## src/sv/utf8d_pkg.sv

```systemverilog
`default_nettype none
package utf8d_pkg;

  // code point limits and rejected ranges
  localparam logic [20:0] CP_MAX    = 21'h10FFFF;
  localparam logic [20:0] SURR_LO   = 21'h00D800;
  localparam logic [20:0] SURR_HI   = 21'h00DFFF;
  localparam logic [20:0] NONCH_LO  = 21'h00FDD0;
  localparam logic [20:0] NONCH_HI  = 21'h00FDEF;
  localparam logic [15:0] PLANE_END = 16'hFFFE;

  // continuation byte tag
  localparam logic [1:0] CONT_TAG = 2'b10;

  // one decoded item
  typedef struct packed {
    logic [20:0] code_point;
    logic [2:0]  byte_count;
    logic        error;
  } res_t;

  // decoder sequence state
  typedef struct packed {
    logic [20:0] partial_value;
    logic [1:0]  bytes_remaining;
    logic [2:0]  sequence_length;
  } seq_t;

  // sequence length from a lead byte, zero for an invalid lead
  function automatic logic [2:0] lead_length(input logic [7:0] b);
    logic [2:0] n;
    if (b == 8'h00)       n = 3'd0;
    else if (b < 8'h80)   n = 3'd1;
    else if (b < 8'hC2)   n = 3'd0;
    else if (b < 8'hE0)   n = 3'd2;
    else if (b < 8'hF0)   n = 3'd3;
    else if (b < 8'hF5)   n = 3'd4;
    else                  n = 3'd0;
    return n;
  endfunction

  // value bits kept from a lead byte of the given length
  function automatic logic [7:0] lead_keep(input logic [2:0] n);
    logic [7:0] m;
    unique case (n)
      3'd1:    m = 8'h7F;
      3'd2:    m = 8'h1F;
      3'd3:    m = 8'h0F;
      3'd4:    m = 8'h07;
      default: m = 8'h00;
    endcase
    return m;
  endfunction

  // true when a finished code point is rejected
  function automatic logic cp_bad(input logic [20:0] v);
    logic bad;
    bad = (v > CP_MAX)
       || ((v >= SURR_LO) && (v <= SURR_HI))
       || ((v >= NONCH_LO) && (v <= NONCH_HI))
       || ((v[15:0] & PLANE_END) == PLANE_END);
    return bad;
  endfunction

endpackage
`default_nettype wire

```

## src/sv/utf8_validating_decoder_top.sv

```systemverilog
`default_nettype none
// UTF-8 validating decoder
// input channel: one raw stream byte per item on in_byte (in_valid / in_stall)
// result channel: one item per finished character or error, carrying
//   out_code_point, out_byte_count and out_error (out_valid / out_stall)
// lead and middle bytes of a sequence give no result; the final byte, an
//   invalid lead, a missing continuation or a rejected code point give one
// throughput: one byte per cycle while in_stall is low, set by the single decode step between the
//   sequence state register and the output register
// output: a result from its last byte is registered in the output register, or in the skid register while held
// stall: a result held by out_stall keeps its payload; one more result is
//   caught in a skid register, and in_stall rises only while that is full
// reset (rst_n low, synchronous): sequence state cleared to awaiting a lead
//   byte, output and skid registers emptied
module utf8_validating_decoder_top (
  input  wire logic        clk,
  input  wire logic        rst_n,
  input  wire logic        in_valid,
  output logic             in_stall,
  input  wire logic [7:0]  in_byte,
  output logic             out_valid,
  input  wire logic        out_stall,
  output logic [20:0]      out_code_point,
  output logic [2:0]       out_byte_count,
  output logic             out_error
);
  import utf8d_pkg::*;

  seq_t seq_r;
  seq_t seq_nxt;
  logic res_valid;
  res_t res;
  logic in_acc;
  logic out_free;

  logic out_valid_r;
  res_t out_r;
  logic skid_valid_r;
  res_t skid_r;

  assign in_stall = skid_valid_r;
  assign in_acc   = in_valid && !skid_valid_r;
  assign out_free = !out_valid_r || !out_stall;

  utf8d_step u_step (
    .byte_i      (in_byte),
    .seq_i       (seq_r),
    .seq_o       (seq_nxt),
    .res_valid_o (res_valid),
    .res_o       (res)
  );

  // sequence state
  always_ff @(posedge clk) begin
    if (!rst_n) begin
      seq_r <= '0;
    end else if (in_acc) begin
      seq_r <= seq_nxt;
    end
  end

  // output register and skid control
  always_ff @(posedge clk) begin
    if (!rst_n) begin
      out_valid_r  <= 1'b0;
      skid_valid_r <= 1'b0;
    end else if (out_free) begin
      if (skid_valid_r) begin
        out_valid_r  <= 1'b1;
        skid_valid_r <= 1'b0;
      end else begin
        out_valid_r <= in_acc && res_valid;
      end
    end else if (in_acc && res_valid) begin
      skid_valid_r <= 1'b1;
    end
  end

  // output and skid payload
  always_ff @(posedge clk) begin
    if (out_free) begin
      if (skid_valid_r) out_r <= skid_r;
      else              out_r <= res;
    end else if (in_acc && res_valid) begin
      skid_r <= res;
    end
  end

  assign out_valid      = out_valid_r;
  assign out_code_point = out_r.code_point;
  assign out_byte_count = out_r.byte_count;
  assign out_error      = out_r.error;

endmodule
`default_nettype wire

```

## src/sv/utf8d_step.sv

```systemverilog
`default_nettype none
module utf8d_step (
  input  wire logic [7:0]     byte_i,
  input  utf8d_pkg::seq_t     seq_i,
  output utf8d_pkg::seq_t     seq_o,
  output logic                res_valid_o,
  output utf8d_pkg::res_t     res_o
);
  import utf8d_pkg::*;

  logic [2:0]  n;
  logic [20:0] lead_v;
  logic [20:0] cont_v;
  logic [1:0]  rem_dec;
  logic [20:0] fin_v;
  logic [2:0]  fin_cnt;
  logic        fin;
  logic        fail;

  assign n       = lead_length(byte_i);
  assign lead_v  = {13'd0, byte_i & lead_keep(n)};
  assign cont_v  = {seq_i.partial_value[14:0], byte_i[5:0]};
  assign rem_dec = seq_i.bytes_remaining - 2'd1;

  // one decode step for the accepted byte
  always_comb begin
    seq_o   = seq_i;
    fin     = 1'b0;
    fail    = 1'b0;
    fin_v   = lead_v;
    fin_cnt = 3'd1;
    if (seq_i.bytes_remaining == 2'd0) begin
      if (n == 3'd0) begin
        fail = 1'b1;
      end else if (n == 3'd1) begin
        fin = 1'b1;
      end else begin
        seq_o.partial_value   = lead_v;
        seq_o.sequence_length = n;
        seq_o.bytes_remaining = n[1:0] - 2'd1;
      end
    end else if (byte_i[7:6] != CONT_TAG) begin
      fail = 1'b1;
    end else begin
      seq_o.partial_value   = cont_v;
      seq_o.bytes_remaining = rem_dec;
      if (rem_dec == 2'd0) begin
        fin     = 1'b1;
        fin_v   = cont_v;
        fin_cnt = seq_i.sequence_length;
      end
    end
    if (fin && cp_bad(fin_v)) fail = 1'b1;
    // any result returns to awaiting a lead byte
    if (fin || fail) seq_o = '0;
    res_valid_o = fin || fail;
    if (fail) res_o = '{code_point: 21'd0, byte_count: 3'd0, error: 1'b1};
    else      res_o = '{code_point: fin_v, byte_count: fin_cnt, error: 1'b0};
  end

endmodule
`default_nettype wire

```

## config.mk

```make
export PLATFORM = sky130hd
export DESIGN_NAME = utf8_validating_decoder_top
export DESIGN_NICKNAME = d
export VERILOG_FILES = /design/src/sv/utf8d_pkg.sv /design/src/sv/utf8_validating_decoder_top.sv /design/src/sv/utf8d_step.sv
export SDC_FILE = /design/constraint.sdc
export NUM_CORES = 1
export LEC_CHECK = 0
export BUFFER_PORTS_ARGS = -buffer_cell sky130_fd_sc_hd__buf_2
export CORE_MARGIN = 5
export CORE_UTILIZATION = 52
export DETAILED_ROUTE_END_ITERATION = 10
export PLACE_DENSITY = 0.78
export REMOVE_ABC_BUFFERS = 1
export SYNTH_ARGS = -nofsm -noshare
export SYNTH_HDL_FRONTEND = slang
export SYNTH_SLANG_ARGS = --single-unit
```

## constraint.sdc

```tcl
create_clock -name clk -period 6.35 [get_ports clk]
set_input_delay 1.5875 -clock clk [delete_from_list [all_inputs] [get_ports clk]]
set_output_delay 1.5875 -clock clk [all_outputs]
set_load 0.005 [all_outputs]
```

; ---- After elaboration in Yosys (flattened, before gate mapping)
; Cells that the tools add are included.
[totals]
reg_bits = 72
elab_cells = 90
out_inout_bits = 27
in_bits = 12
[op_classes]
n_eq_ne = 11
order_cmp = 10
n_addsub = 2
muxes = 31
reduce_logical = 22
bitwise_logic = 3
[ops]
columns = cell, n
row1 = 21-bit 2-to-1 mux, 3
row2 = 20-bit 2-to-1 mux, 3
row3 = 25-bit 2-to-1 mux, 2
row4 = "21-bit by 16-bit >= comparator with 1-bit output, second input constant", 2
row5 = "21-bit by 16-bit less-or-equal comparator with 1-bit output, second input constant", 2
row6 = "8-bit less-than comparator, second input constant", 5
row7 = 17-bit 2-to-1 mux, 2
row8 = 3-bit 2-to-1 mux, 10
row9 = 7-bit one-hot mux with 4 select lines, 1
row10 = "21-bit > comparator, second input constant", 1
row11 = "15-bit equality test, second input constant", 1
row12 = 1-bit 2-to-1 mux, 10
row13 = 8-bit by 7-bit AND with 8-bit output, 1
row14 = 8-bit zero test, 1
row15 = 4-bit AND reduction, 2
row16 = "3-bit by 2-bit equality test with 1-bit output, second input constant", 2
row17 = "2-bit != test, second input constant", 3
row18 = "3-bit != test, second input constant", 2
row19 = 1-bit logical AND, 5
row20 = 1-bit logical OR, 5
row21 = 2-bit zero test, 2
row22 = "2-bit by 1-bit subtractor with 2-bit output, second input constant", 2
row23 = "3-bit by 1-bit equality test with 1-bit output, second input constant", 1
row24 = "3-bit equality test, second input constant", 1
row25 = 7 further kinds, 10

; ---- Depth between registers and ports, before layout
[logic_depth]
ltp_word = 23
depth_mapped = 12
mapped_depth_nobuf = 10

; ---- By module
; A second synthesis with hierarchy kept.
[unflattened]
hier_cells = 353
area_unflattened_um2 = 3931.3
[modules_own_cells]
columns = mod, cells_each, instances, area_per_inst_um2, seq_area_each_um2
row1 = utf8_validating_decoder_top, 200, 1, 2965.3, 2062.0
row2 = utf8d_step, 153, 1, 965.9, 0.0

; ---- Least setup slack after synthesis
; Ideal clock, no wire load.
[synth_path]
path_kind = input-to-reg
from = input port in_byte[4]
to = register skid_r[0] (netlist bit) (enable)
path_slack_ns = 1.093
required_ns = 5.912
stages = 8
setup_time_ns = 0.438
arrival_time_ns = 4.819
path_buffers = 1
path_cell_list = nor4_1 -> a31oi_1 -> o21ai_0 -> ha_1 -> o31ai_1 -> a21o_1 -> clkbuf_1 -> nor3_1
[synth_between]
elab_chain_len = 23
[synth_rtl]
columns = element, line
row1 = from (decl), utf8_validating_decoder_top.sv:20  ; input wire logic [7:0] in_byte,
row2 = 8-bit less-than comparator, utf8d_pkg.sv:37  ; else if (b < 8'hF5) n = 3'd4;
row3 = 3-bit 2-to-1 mux, utf8d_pkg.sv:37
row4 = 3-bit 2-to-1 mux, utf8d_pkg.sv:36  ; else if (b < 8'hF0) n = 3'd3;
row5 = 3-bit 2-to-1 mux, utf8d_pkg.sv:35  ; else if (b < 8'hE0) n = 3'd2;
row6 = 3-bit 2-to-1 mux, utf8d_pkg.sv:34  ; else if (b < 8'hC2) n = 3'd0;
row7 = 3-bit 2-to-1 mux, utf8d_pkg.sv:33  ; else if (b < 8'h80) n = 3'd1;
row8 = 3-bit 2-to-1 mux, utf8d_pkg.sv:32  ; if (b == 8'h00) n = 3'd0;
row9 = 3-bit equality test (tied with other cells), utf8d_pkg.sv:45  ; unique case (n)
row10 = [7 not listed], -
row11 = 1-bit logical OR, utf8d_pkg.sv:59  ; || ((v >= SURR_LO) && (v <= SURR_HI))
row12 = 1-bit logical OR, utf8d_pkg.sv:60  ; || ((v >= NONCH_LO) && (v <= NONCH_HI))
row13 = 1-bit logical OR, utf8d_pkg.sv:61  ; || ((v[15:0] & PLANE_END) == PLANE_END);
row14 = 1-bit logical AND, utf8d_step.sv:53  ; if (fin && cp_bad(fin_v)) fail = 1'b1;
row15 = 1-bit 2-to-1 mux, utf8d_step.sv:53
row16 = 1-bit logical OR *, utf8d_step.sv:56  ; res_valid_o = fin || fail;
row17 = 1-bit logical AND *, utf8_validating_decoder_top.sv:84  ; end else if (in_acc && res_valid) begin
row18 = 2-bit AND reduction (no line) *, -
row19 = to (signal assigned), utf8_validating_decoder_top.sv:85  ; skid_r <= res;
row20 = to (decl), utf8_validating_decoder_top.sv:39  ; res_t skid_r;
; Mark *: on every way between the ends. The rest lies on a longest branch, timed or not.
; A chain may end at the register's enable or synchronous reset.

; ---- Final worst setup path
[layout_path]
from = input port in_byte[4]
to = register out_r, in the netlist out_byte_count[2] (data pin)
[layout_between]
elab_chain_len = 22
[layout_rtl]
columns = element, line
row1 = 8-bit less-than comparator, utf8d_pkg.sv:37
row2 = 3-bit 2-to-1 mux, utf8d_pkg.sv:37
row3 = 3-bit 2-to-1 mux, utf8d_pkg.sv:36
row4 = 3-bit 2-to-1 mux, utf8d_pkg.sv:35
row5 = 3-bit 2-to-1 mux, utf8d_pkg.sv:34
row6 = 3-bit 2-to-1 mux, utf8d_pkg.sv:33
row7 = 3-bit 2-to-1 mux, utf8d_pkg.sv:32
row8 = 3-bit equality test (tied with other cells), utf8d_pkg.sv:45
row9 = [6 not listed], -
row10 = 1-bit logical AND, utf8d_pkg.sv:59
row11 = 1-bit logical OR, utf8d_pkg.sv:59
row12 = 1-bit logical OR, utf8d_pkg.sv:60
row13 = 1-bit logical OR, utf8d_pkg.sv:61
row14 = 1-bit logical AND, utf8d_step.sv:53
row15 = 1-bit 2-to-1 mux *, utf8d_step.sv:53
row16 = 25-bit 2-to-1 mux *, utf8d_step.sv:57  ; if (fail) res_o = '{code_point: 21'd0, byte_count: 3'd0, error: 1'b1};
row17 = 25-bit 2-to-1 mux *, utf8_validating_decoder_top.sv:82  ; if (skid_valid_r) out_r <= skid_r;
row18 = to (signal assigned), utf8_validating_decoder_top.sv:82
row19 = to (signal assigned), utf8_validating_decoder_top.sv:83  ; else out_r <= res;
row20 = to (decl), utf8_validating_decoder_top.sv:37  ; res_t out_r;
; Marked as above.

==> impl_metrics.json <==
{
  "peakVddDrop_mv": 0.1062,
  "boundaryPins": 39,
  "slew_violations": 0,
  "path_cells": "buf_2 -> nor4_1 -> a31oi_1 -> o21ai_0 -> inv_1 -> ha_1 -> o21ai_0 -> o211ai_2 -> a221oi_4 -> buf_4 -> o21ai_0",
  "worstSetupPathType": "in2reg",
  "wire_per_inst_um": 18.49,
  "cp_slowest_cell": "a221oi_4",
  "clk_pin_slew_ns": 0.07,
  "first_iter_violations": 327,
  "avgSynthCellArea_um2": 10.19,
  "post_cts_resized": 0,
  "post_cts_buffers": 0,
  "startpoint_type": "primary input",
  "pre_cts_ws_ns": 1.492,
  "slew_headroom_pct": 25.24,
  "initial_core_util_pct": 54.13,
  "die_w_um": 91.99,
  "hold_path.startpoint": "seq_r[0]$_SDFFE_PN0P_",
  "setup_slack_ns": 1.788,
  "fin_util_pct": 60.60,
  "cts-root-buf": "clkbuf_8",
  "cpPeakStageDelay_ns": 0.44,
  "hold_buffers": 0,
  "skew_ns": 0.008119,
  "layout-drive-gt1-share_pct": 17.96,
  "die-area_mm2": 0.008462,
  "num_vias": 2846,
  "cts.sinks": 72,
  "setup_viol": 0,
  "synthCells": 343,
  "dieHeight_um": 91.99,
  "path_buf_inv": 3,
  "period_minus_slack_ns": 4.562,
  "drc": 0,
  "netlist_area_mm2": 0.003496,
  "port_buffers": 38,
  "cpLargestDelayFamily": "compound AO/OA/AOI/OAI gates",
  "rsz0062_at_grt": "false",
  "gp_congestion": 0.8897,
  "ant_nets": 0,
  "layout-area-overhead-vs-synth_pct": 11.95,
  "path_max_fanout": 36,
  "power_mw": 1.039,
  "htree_levels": 3,
  "hold_class": "reg2reg",
  "core.rowCount": 29,
  "cp-end-kind": "flip-flop",
  "power_density_mw_per_mm2": 265.6,
  "timing.fmax_mhz": 219.2,
  "layout.cells.non_filler": 450,
  "critPathLaunch": "in_byte[4]",
  "yosys.area.top_type": "edfxtp_1",
  "synth_edf_count": 50,
  "routed_via_density": 6.324,
  "synth-main-ff-cell": "edfxtp_1",
  "cp_data_arrival_time_ns": 4.63,
  "synth_cell_types": 48,
  "seq_area_frac_synth_pct": 55.55,
  "placedCellCount": 434,
  "path_common_cell": "o21ai_0",
  "grt_pass1_wl_um": 13990,
  "period_share_pct": 71.84,
  "clockBufferDepth": 2,
  "synth_area_leaders": "edfxtp_1, dfxtp_1, nand2_1",
  "cts_buffers": 9,
  "overflow": 0,
  "status": "completed",
  "synth_warnings": 0,
  "hold_violations": 0,
  "num-nets-final": 384,
  "drt_pass1_iterations": 7,
  "async_flop_share_pct": 0,
  "fin_setup_tns_ns": 0,
  "grt_max_degree": 39,
  "core_area_mm2": 0.006459,
  "worstPathRequired_ns": 6.42,
  "place_hpwl_um": 5528,
  "diodes": 0,
  "ys_ff_latch": 72,
  "max_slew.worst_pin.slew_ns": 1.117,
  "drv_cap": 0,
  "track_usage_pct": 20.78,
  "grt_pass1_vias": 2860,
  "r2r_start": "seq_r[15]$_SDFFE_PN0P_",
  "antenna_found_initial": 0,
  "routed_wirelength_um": 8320,
  "yosysTopAreaCellShare_pct": 42.95,
  "clkLatencyLatePin_ns": 0.34,
  "power.leakage_nw": 1.415,
  "cts_tree": "done"
}
-- cell families after synthesis --
logic type	count (synthesis)	share of synthesized area, %
adders and majority gates	4	1.432
and+or+nand+nor	159	24.05
AOI/OAI and AO/OA	72	14.60
DFF	72	55.55
buffers and inverters	36	4.366
-- worst reg2reg max path, cell delays in order, from the launching register on --
cell,delay [ns]
dfxtp_1,0.34
or4_4,0.58
a311oi_1,0.30
a211o_1,0.53
nand2_2,0.56
o41ai_1,0.53
-- registers in the layout, indices dropped and copies added (netlist names) --
| signal | count |
|---|---|
| skid_r | 25 |
| out_byte_count | 3 |
| out_valid | 1 |
| in_stall | 1 |
| out_code_point | 21 |
| out_error | 1 |
| seq_r | 20 |
-- metrics by stage --
step / area [um2] / hold WS (ns)
final: 3914 / 0.4889
after CTS: 3914 / 0.4909
after floorplan: 3373 / 0.4413
after global placement: 3695 / 0.4614
after detailed placement: 3695 / 0.4840
after global routing: 3914 / 0.5188
-- synth_stat cells, drive strengths merged (2+ instances only) --
| library cell | number |
|---|---|
| o41ai | 5 |
| nor2b | 13 |
| inv | 8 |
| clkbuf | 18 |
| edfxtp | 50 |
| a21boi | 9 |
| and2 | 2 |
| and4b | 2 |
| nor4 | 6 |
| ha | 4 |
| buf | 10 |
| o21ai | 23 |
| dfxtp | 22 |
| nand2 | 55 |
| nor2 | 8 |
| a21oi | 5 |
| or2 | 2 |
| a22oi | 9 |
| a21o | 2 |
| nand3 | 9 |
| o31ai | 5 |
| nand4 | 23 |
| nand2b | 6 |
| a211oi | 2 |
| a31oi | 3 |
| or3 | 4 |
| nor3 | 23 |
-- power by group --
| part | switching [mW] | internal (mW) | leakage (nW) |
|---|---|---|---|
| combinational | 0.0734 | 0.0356 | 0.599 |
| clock | 0.179 | 0.222 | 0.110 |
| sequential | 0.00731 | 0.522 | 0.706 |
-- cell usage in the layout (no fill, tap or decap), drive strengths merged, types with 9 or more instances in the layout --
master,n
a22oi,9
clkbuf,9
dfxtp,22
nor3,23
o21ai,23
nand2,55
nor2b,13
buf,42
edfxtp,50
inv,9
nand4,23
a21boi,9
nand3,9
-- final cells by class --
type	count	area, um2
Multi-Input combinational cell	235	1406
Timing Repair Buffer	42	220.2
Sequential cell	72	1942
Clock inverter	7	95.09
Clock buffer	9	123.9
Inverter	8	30.03
Tap cell	77	96.34
Fill cell	542	2545
-- final timing paths --
kind | to | slack [ns] | depth (start not counted)
worst max register to register | out_code_point[6]$_DFFE_PP_ | 3.30 | 5
worst max-delay path | out_byte_count[2]$_DFFE_PP_ | 1.79 | 11
worst min-delay path | seq_r[0]$_SDFFE_PN0P_ | 0.49 | 2
worst min register to register | seq_r[0]$_SDFFE_PN0P_ | 0.49 | 2
-- metal layers --
metal	wire length [um]	vias up	GRT usage, %
li1	-	1339	-
met1	3590	1351	27.51
met2	3939	137	32.91
met3	617	19	4.583
met4	174	0	9.158
met5	0	-	0
No activity file was read; power rests on OpenSTA's default activity.
